<file path="config.mk">
export PLATFORM = sky130hd
export DESIGN_NAME = nmru_replacement_policy_flat
export DESIGN_NICKNAME = d
export VERILOG_FILES = /design/src/sv/nmru_pkg.sv /design/src/sv/nmru_req_if.sv /design/src/sv/nmru_rsp_if.sv /design/src/sv/nmru_replacement_policy.sv /design/src/flat_wrapper.sv
export SDC_FILE = /design/constraint.sdc
export NUM_CORES = 1
export LEC_CHECK = 0
export ABC_AREA = 1
export BUFFER_PORTS_ARGS = -buffer_cell sky130_fd_sc_hd__buf_2
export CAP_MARGIN = 20
export CORE_UTILIZATION = 30
export DETAILED_ROUTE_END_ITERATION = 10
export GPL_ROUTABILITY_DRIVEN = 0
export GPL_TIMING_DRIVEN = 0
export PLACE_DENSITY = 0.54
export SYNTH_ARGS = -nofsm -noshare
export SYNTH_HDL_FRONTEND = slang
export SYNTH_SLANG_ARGS = --single-unit
</file>
<file path="constraint.sdc">
create_clock -name clk -period 5 [get_ports clk]
set_input_delay 1 -clock clk [delete_from_list [all_inputs] [get_ports clk]]
set_output_delay 1 -clock clk [all_outputs]
set_load 0.05 [all_outputs]
</file>
<file path="src/sv/nmru_pkg.sv">
// ----------------------------------------------------------------------------
// NMRU replacement package
// Shared sizes, operation codes and the per-set state entry.
// ----------------------------------------------------------------------------
package nmru_pkg;

	localparam int NUM_SETS = 64;
	localparam int NUM_WAYS = 8;

	// Fixed field widths of the request and response
	localparam int OP_W  = 2;
	localparam int SET_W = 6;
	localparam int WAY_W = 3;

	// Memory index width follows the set count
	localparam int IDX_W = (NUM_SETS > 1) ? $clog2(NUM_SETS) : 1;

	typedef enum logic [OP_W-1:0] {
		OP_TOUCH  = 2'd0,
		OP_FILL   = 2'd1,
		OP_INVAL  = 2'd2,
		OP_VICTIM = 2'd3
	} opcode_t;

	typedef struct packed {
		logic [NUM_WAYS-1:0] valid;
		logic [WAY_W-1:0]    mru;
	} entry_t;

endpackage

</file>
<file path="src/sv/nmru_req_if.sv">
// ----------------------------------------------------------------------------
// NMRU request channel
// Valid/ready channel carrying one policy operation.
// ----------------------------------------------------------------------------
interface nmru_req_if;

	logic                          valid;
	logic                          ready;
	nmru_pkg::opcode_t             opcode;
	logic [nmru_pkg::SET_W-1:0]    set_index;
	logic [nmru_pkg::WAY_W-1:0]    way;
	logic [nmru_pkg::WAY_W-1:0]    random_pick;

	modport source (output valid, opcode, set_index, way, random_pick, input ready);
	modport sink (input valid, opcode, set_index, way, random_pick, output ready);

endinterface

</file>
<file path="src/sv/nmru_rsp_if.sv">
// ----------------------------------------------------------------------------
// NMRU response channel
// Valid/ready channel carrying the victim answer of one request.
// ----------------------------------------------------------------------------
interface nmru_rsp_if;

	logic                          valid;
	logic                          ready;
	logic [nmru_pkg::WAY_W-1:0]    victim_way;
	logic                          victim_was_invalid;

	modport source (output valid, victim_way, victim_was_invalid, input ready);
	modport sink (input valid, victim_way, victim_was_invalid, output ready);

endinterface

</file>
<file path="src/sv/nmru_replacement_policy.sv">
// ----------------------------------------------------------------------------
// NMRU replacement policy
// Not-most-recently-used victim selection for a set-associative cache.
// ----------------------------------------------------------------------------
// Usage:
//   req (sink): one request per handshake: opcode, set_index, way and
//   random_pick. Touch and fill mark the way valid and MRU, invalidate
//   clears its valid bit, victim returns the lowest invalid way or a
//   random non-MRU way.
//   rsp (source): exactly one response per request, in request order;
//   victim_way and victim_was_invalid are zero for all but victim requests.
// Timing:
//   The set entry is read from a synchronous memory at the accept edge;
//   once the output register is free, the answer is computed, the entry
//   is written back and the output register is loaded. No new request is
//   accepted until the current one has finished.
// Reset:
//   arst_n clears a per-set flag register, so every set reads as all ways
//   invalid with MRU zero right after reset; no clearing pass is needed.
// Stall:
//   A stalled response is held; a request already read waits for the
//   output register, and req.ready stays low meanwhile.
// ----------------------------------------------------------------------------
module nmru_replacement_policy (
	input  logic        clk,
	input  logic        arst_n,
	nmru_req_if.sink    req,
	nmru_rsp_if.source  rsp
);

	localparam logic [nmru_pkg::WAY_W:0]   WAYS_N   = (nmru_pkg::WAY_W+1)'(nmru_pkg::NUM_WAYS);
	localparam logic [nmru_pkg::WAY_W-1:0] PICK_MOD = nmru_pkg::WAY_W'(nmru_pkg::NUM_WAYS - 1);
	localparam logic [nmru_pkg::SET_W:0]   SETS_N   = (nmru_pkg::SET_W+1)'(nmru_pkg::NUM_SETS);

	nmru_pkg::entry_t mem [nmru_pkg::NUM_SETS];

	logic [nmru_pkg::NUM_SETS-1:0] written_q;
	logic                          busy_q;
	logic                          out_valid_q;
	logic [nmru_pkg::WAY_W-1:0]    victim_q;
	logic                          inv_q;

	nmru_pkg::entry_t              rd_s1;
	nmru_pkg::opcode_t             op_s1;
	logic [nmru_pkg::IDX_W-1:0]    idx_s1;
	logic                          set_ok_s1;
	logic [nmru_pkg::WAY_W-1:0]    way_s1;
	logic [nmru_pkg::WAY_W-1:0]    pick_s1;
	logic                          hit_s1;

	logic                          accept;
	logic                          finish;
	logic [nmru_pkg::IDX_W-1:0]    rd_idx;
	nmru_pkg::entry_t              cur;
	nmru_pkg::entry_t              nxt;
	logic                          wr_en;
	logic                          way_ok;
	logic                          found;
	logic [nmru_pkg::WAY_W-1:0]    first_inv;
	logic [nmru_pkg::WAY_W-1:0]    pick_red;
	logic [nmru_pkg::WAY_W-1:0]    victim_d;
	logic                          inv_d;

	assign req.ready = !busy_q;
	assign accept    = req.valid && req.ready;
	assign finish    = busy_q && (!out_valid_q || rsp.ready);
	assign rd_idx    = req.set_index[nmru_pkg::IDX_W-1:0];

	assign rsp.valid              = out_valid_q;
	assign rsp.victim_way         = victim_q;
	assign rsp.victim_was_invalid = inv_q;

	// Sets never written since reset read as all invalid, MRU zero
	assign cur    = hit_s1 ? rd_s1 : '0;
	assign way_ok = {1'b0, way_s1} < WAYS_N;

	always_comb begin
		found     = 1'b0;
		first_inv = '0;
		for (int i = nmru_pkg::NUM_WAYS - 1; i >= 0; i--) begin
			if (!cur.valid[i]) begin
				found     = 1'b1;
				first_inv = nmru_pkg::WAY_W'(i);
			end
		end
	end

	// Pick is below twice the modulus: one compare and subtract
	assign pick_red = (pick_s1 >= PICK_MOD) ? pick_s1 - PICK_MOD : pick_s1;

	always_comb begin
		nxt      = cur;
		wr_en    = 1'b0;
		victim_d = '0;
		inv_d    = 1'b0;
		if (set_ok_s1) begin
			case (op_s1)
				nmru_pkg::OP_TOUCH, nmru_pkg::OP_FILL: begin
					if (way_ok) begin
						nxt.valid[way_s1] = 1'b1;
						nxt.mru           = way_s1;
						wr_en             = 1'b1;
					end
				end
				nmru_pkg::OP_INVAL: begin
					if (way_ok) begin
						nxt.valid[way_s1] = 1'b0;
						wr_en             = 1'b1;
					end
				end
				nmru_pkg::OP_VICTIM: begin
					if (found) begin
						victim_d = first_inv;
						inv_d    = 1'b1;
					end else begin
						victim_d = (pick_red < cur.mru) ? pick_red : pick_red + 1'b1;
					end
				end
				default: begin
					victim_d = '0;
				end
			endcase
		end
	end

	// Set memory: read at accept, write back when a modifying request finishes
	always_ff @(posedge clk) begin
		if (accept) begin
			rd_s1 <= mem[rd_idx];
		end
		if (finish && wr_en) begin
			mem[idx_s1] <= nxt;
		end
	end

	always_ff @(posedge clk) begin
		if (accept) begin
			op_s1     <= req.opcode;
			idx_s1    <= rd_idx;
			set_ok_s1 <= {1'b0, req.set_index} < SETS_N;
			way_s1    <= req.way;
			pick_s1   <= req.random_pick;
		end
		if (finish) begin
			victim_q <= victim_d;
			inv_q    <= inv_d;
		end
	end

	always_ff @(posedge clk or negedge arst_n) begin
		if (!arst_n) begin
			written_q   <= '0;
			busy_q      <= 1'b0;
			out_valid_q <= 1'b0;
			hit_s1      <= 1'b0;
		end else begin
			if (accept) begin
				busy_q <= 1'b1;
				hit_s1 <= written_q[rd_idx];
			end else if (finish) begin
				busy_q <= 1'b0;
			end
			if (finish && wr_en) begin
				written_q[idx_s1] <= 1'b1;
			end
			if (finish) begin
				out_valid_q <= 1'b1;
			end else if (rsp.ready) begin
				out_valid_q <= 1'b0;
			end
		end
	end

endmodule
</file>
<file path="src/flat_wrapper.sv">
// flat-port wrapper written by rule: the top's interface ports become plain ports
module nmru_replacement_policy_flat 
  (clk, arst_n, req_valid, req_opcode, req_set_index, req_way, req_random_pick, req_ready, rsp_valid, rsp_victim_way, rsp_victim_was_invalid, rsp_ready);
  nmru_req_if req_i ();
  nmru_rsp_if rsp_i ();
  input  logic clk;
  input  logic arst_n;
  input wire logic [$bits(req_i.valid)-1:0] req_valid;
  input wire logic [$bits(req_i.opcode)-1:0] req_opcode;
  input wire logic [$bits(req_i.set_index)-1:0] req_set_index;
  input wire logic [$bits(req_i.way)-1:0] req_way;
  input wire logic [$bits(req_i.random_pick)-1:0] req_random_pick;
  output wire logic [$bits(req_i.ready)-1:0] req_ready;
  output wire logic [$bits(rsp_i.valid)-1:0] rsp_valid;
  output wire logic [$bits(rsp_i.victim_way)-1:0] rsp_victim_way;
  output wire logic [$bits(rsp_i.victim_was_invalid)-1:0] rsp_victim_was_invalid;
  input wire logic [$bits(rsp_i.ready)-1:0] rsp_ready;
  assign req_i.valid = req_valid;
  assign req_i.opcode = req_opcode;
  assign req_i.set_index = req_set_index;
  assign req_i.way = req_way;
  assign req_i.random_pick = req_random_pick;
  assign req_ready = req_i.ready;
  assign rsp_valid = rsp_i.valid;
  assign rsp_victim_way = rsp_i.victim_way;
  assign rsp_victim_was_invalid = rsp_i.victim_was_invalid;
  assign rsp_i.ready = rsp_ready;
  nmru_replacement_policy u_core (.clk(clk), .arst_n(arst_n), .req(req_i), .rsp(rsp_i));
endmodule
</file>
==> summary.txt <==
Critical path
  • FF-to-FF Start: u_core.op_s1[1]$_DFFE_PP_
  • Critical path arrival: 4160 ps
  • Critical Path, Cell by Cell: buf_2 -> inv_2 -> buf_2 -> clkbuf_1 -> nand2_1 -> nand3_1 -> nand3_1 -> nand2_1 -> a21oi_1 -> o21ai_1 -> nand3_1 -> nand2_1
  • WS Path Type: primary input to register
  • Reg2reg setup slack: 1590 ps
  • Critical Path Max Stage Delay: 850 ps
  • Critical path's slowest cell: clkbuf_1
  • CP delay by family, top: buffers and inverters
  • CP required: roughly 5500 ps
  • Crit path capture type: register
  • CP Launch Type: primary input
  • Stages on worst setup path: 12
  • CP Max Fanout: 10
  • Crit path buf inv count: 4
  • Worst flop-to-flop path endpoint: u_core.mem[3][4]$_DFFE_PP_
  • Worst R2R Path Depth: 3

Die
  • I/O Pins: 24
  • Chip Width: 331 um
  • Core area: roughly 0.11 mm^2
  • DIE HEIGHT: about 330 um
  • Initial Utilization: 30.3%
  • Row count: 120
  • Die area: between 0.1 and 0.15 mm^2

STA
  • Fin. Hold Viols: 0
  • Fin Clk Skew: 43.2 ps
  • Crit path time final: 3680 ps
  • Fmax: approximately 0.27 GHz
  • Final period utilization: 73.7%
  • Final Max Slew Viols: 0
  • Worst slew pin tran: 1070 ps
  • Slew margin rel.: 28.9%
  • RSZ-0062 raised after global routing: no
  • Final setup viols: 0

Clocking
  • H-tree depth: 3
  • Clock Latency Late Sink: between 600 and 700 ps
  • # Post-CTS Setup Buffers: 0
  • TritonCTS clock tree: done
  • Hold Buf Count CTS: 0
  • Clock root buffer: clkbuf_16
  • Gates resized, CTS repair: 0
  • Clock sink count: 800
  • Longest Clk Path Bufs: 3
  • Worst-path clk slew: 60 ps
  • Total CTS buffers: 85

Synth
  • Post-synthesis mux area share: 0%
  • Mapped Cells: 2695
  • Syn_nets: between 2k and 3k
  • Synth area leader: edfxtp_1
  • Avg Inst Size Synth: 12.0 um^2
  • Synth Area in Compound Gates: a little under a tenth
  • Area share of fa/ha/maj cells after synthesis: 0.154%
  • Top post-synthesis cells by area: edfxtp_1, nand2_1, dfrtp_1
  • Ys Warns: 0
  • Post-Synth XOR/XNOR Area: 0%
  • Seq cells post-synth: 800
  • Simple-gate share of the synthesized area: 14.0%
  • Share of the synthesized area in the top cell type: roughly 68%
  • Post-synthesis sequential area ratio: between 70% and 80%
  • Post-synthesis cell area: between 0.03 and 0.04 mm^2
  • Main combinational cell family by area after synthesis: simple AND/OR/NAND/NOR gates
  • Distinct cells, synth: 28

Status
  • Status: completed

Placed design
  • HPWL Detailed: 78000 um
  • Post-placement cell count: 4198
  • Input/output buffers: 23

Route
  • Antenna-violating nets left: 0
  • Routed wire length: about 110000 um
  • DR pass1 iterations: 5
  • DRC: 0
  • Initial DRC count: 3189
  • WL per Instance: 25.8 um
  • Via Count: 23.0k
  • Via density: 5.28

Global route
  • GRT Total Usage: 20.3%
  • First-pass GRT wire length: around 160000 um
  • Vias in the first global route: 21.5k
  • Overflow after GRT: 0
  • Initial antenna violation count: 5
  • Largest net degree at the start of global routing: 65

Worst hold path
  • Hold Crit Class: primary input to asynchronous set/reset pin

Finish
  • Share of cells above drive strength 1: approximately 14%
  • Fin cells: about 4.4k
  • Commonest non-fill, non-tap cell in the layout: edfxtp_1
  • Area growth, synth to finish: 19.1%
  • Highest-count cells in the layout ignoring fill and taps: edfxtp_1, nand2_1, nor2_1
  • Final nets: between 2k and 3k
  • Final core area utilization: 36.1%

Pwr
  • VDD IR max: about 0.00025 V
  • Static leakage: 13.7 nW
  • Pwr/cell area: around 450 mW/mm^2
  • Pwr Total: 17.4 mW

Run
  • Max-Cap Viols: 0
worst max path at each step:
stage	end	startpoint
floorplan	u_core.mem[0][5]$_DFFE_PP_	u_core.op_s1[1]$_DFFE_PP_
global placement	u_core.mem[2][3]$_DFFE_PP_	u_core.op_s1[1]$_DFFE_PP_
detailed placement	u_core.rd_s1[5]$_DFFE_PP_	req_set_index[0]
CTS	u_core.rd_s1[5]$_DFFE_PP_	req_set_index[0]
global route	u_core.rd_s1[5]$_DFFE_PP_	req_set_index[0]
finish	u_core.rd_s1[5]$_DFFE_PP_	req_set_index[0]
area by class of cell:
class	count	area, um^2
fill	10349	68400
timing repair buffer	100	1380
buffer	166	878
clock buffer	118	2410
sequential	800	23700
clock inverter	35	389
antenna	2	5.00
multi-input combinational	1661	7850
inverter	68	255
tap	1403	1760
Yosys cell counts, drive strengths merged:
library cell    n
a21boi          1
a21oi          53
a31oi           1
buf            80
clkbuf         86
clkinv          2
dfrtp          67
edfxtp        733
ha              4
inv            66
nand2         455
nand3         192
nand3b          1
nand4          10
nor2          375
nor3            1
o211ai          4
o21ai         352
o22ai         147
o31ai           1
or2            64
layer usage:
metal | global-route usage (%) | vias to the layer above | part of all wire [%]
li1 | - | 10020 | -
met1 | 28.1 | 11399 | 41
met2 | 30.5 | 1269 | 44
met3 | 4.02 | 269 | 9.8
met4 | 9.84 | 6 | 5.0
met5 | 0 | - | 0.030
where the power goes:
part           total, mW  internal [mW]  switching (mW)
Sequential          8.39           8.21           0.175
Combinational       2.66          0.783            1.87
Clock               6.40           3.73            2.66
Total               17.4           12.7            4.71
through the flow:
step | setup slack [ps] | hold WS (ps) | cell area, um^2 | TNS [ps]
final | 1320 | 172 | 38600 | 0
after global routing | 1340 | 166 | 38600 | 0
after CTS | 1540 | 145 | 38600 | 0
after detailed placement | 871 | 452 | 35800 | 0
after global placement | -4270 | 450 | 34300 | -1682110
after floorplan | 1090 | 439 | 32400 | 0
flip-flops by register name, summed over array words and instances (netlist names):
name / count
u_core.busy_q: 1
u_core.hit_s1: 1
u_core.idx_s1: 6
u_core.mem: 704
u_core.op_s1: 2
u_core.pick_s1: 3
u_core.rd_s1: 11
u_core.rsp.valid: 1
u_core.rsp.victim_was_invalid: 1
u_core.rsp.victim_way: 3
u_core.way_s1: 3
u_core.written_q: 64
kinds of logic after synthesis:
kind of cell	count (synthesis)
adder cells (fa/ha/maj)	4
buffers and inverters	234
flip-flops	800
AND/OR/NAND/NOR	1098
AO/OA/AOI/OAI	559
worst register-to-register path, stage by stage, from the launching register on:
cell and delay (ps):
edfxtp_1 510, a21oi_1 810, nand4_1 720, nor2_2 990
Power figures use the tool's default switching activity.
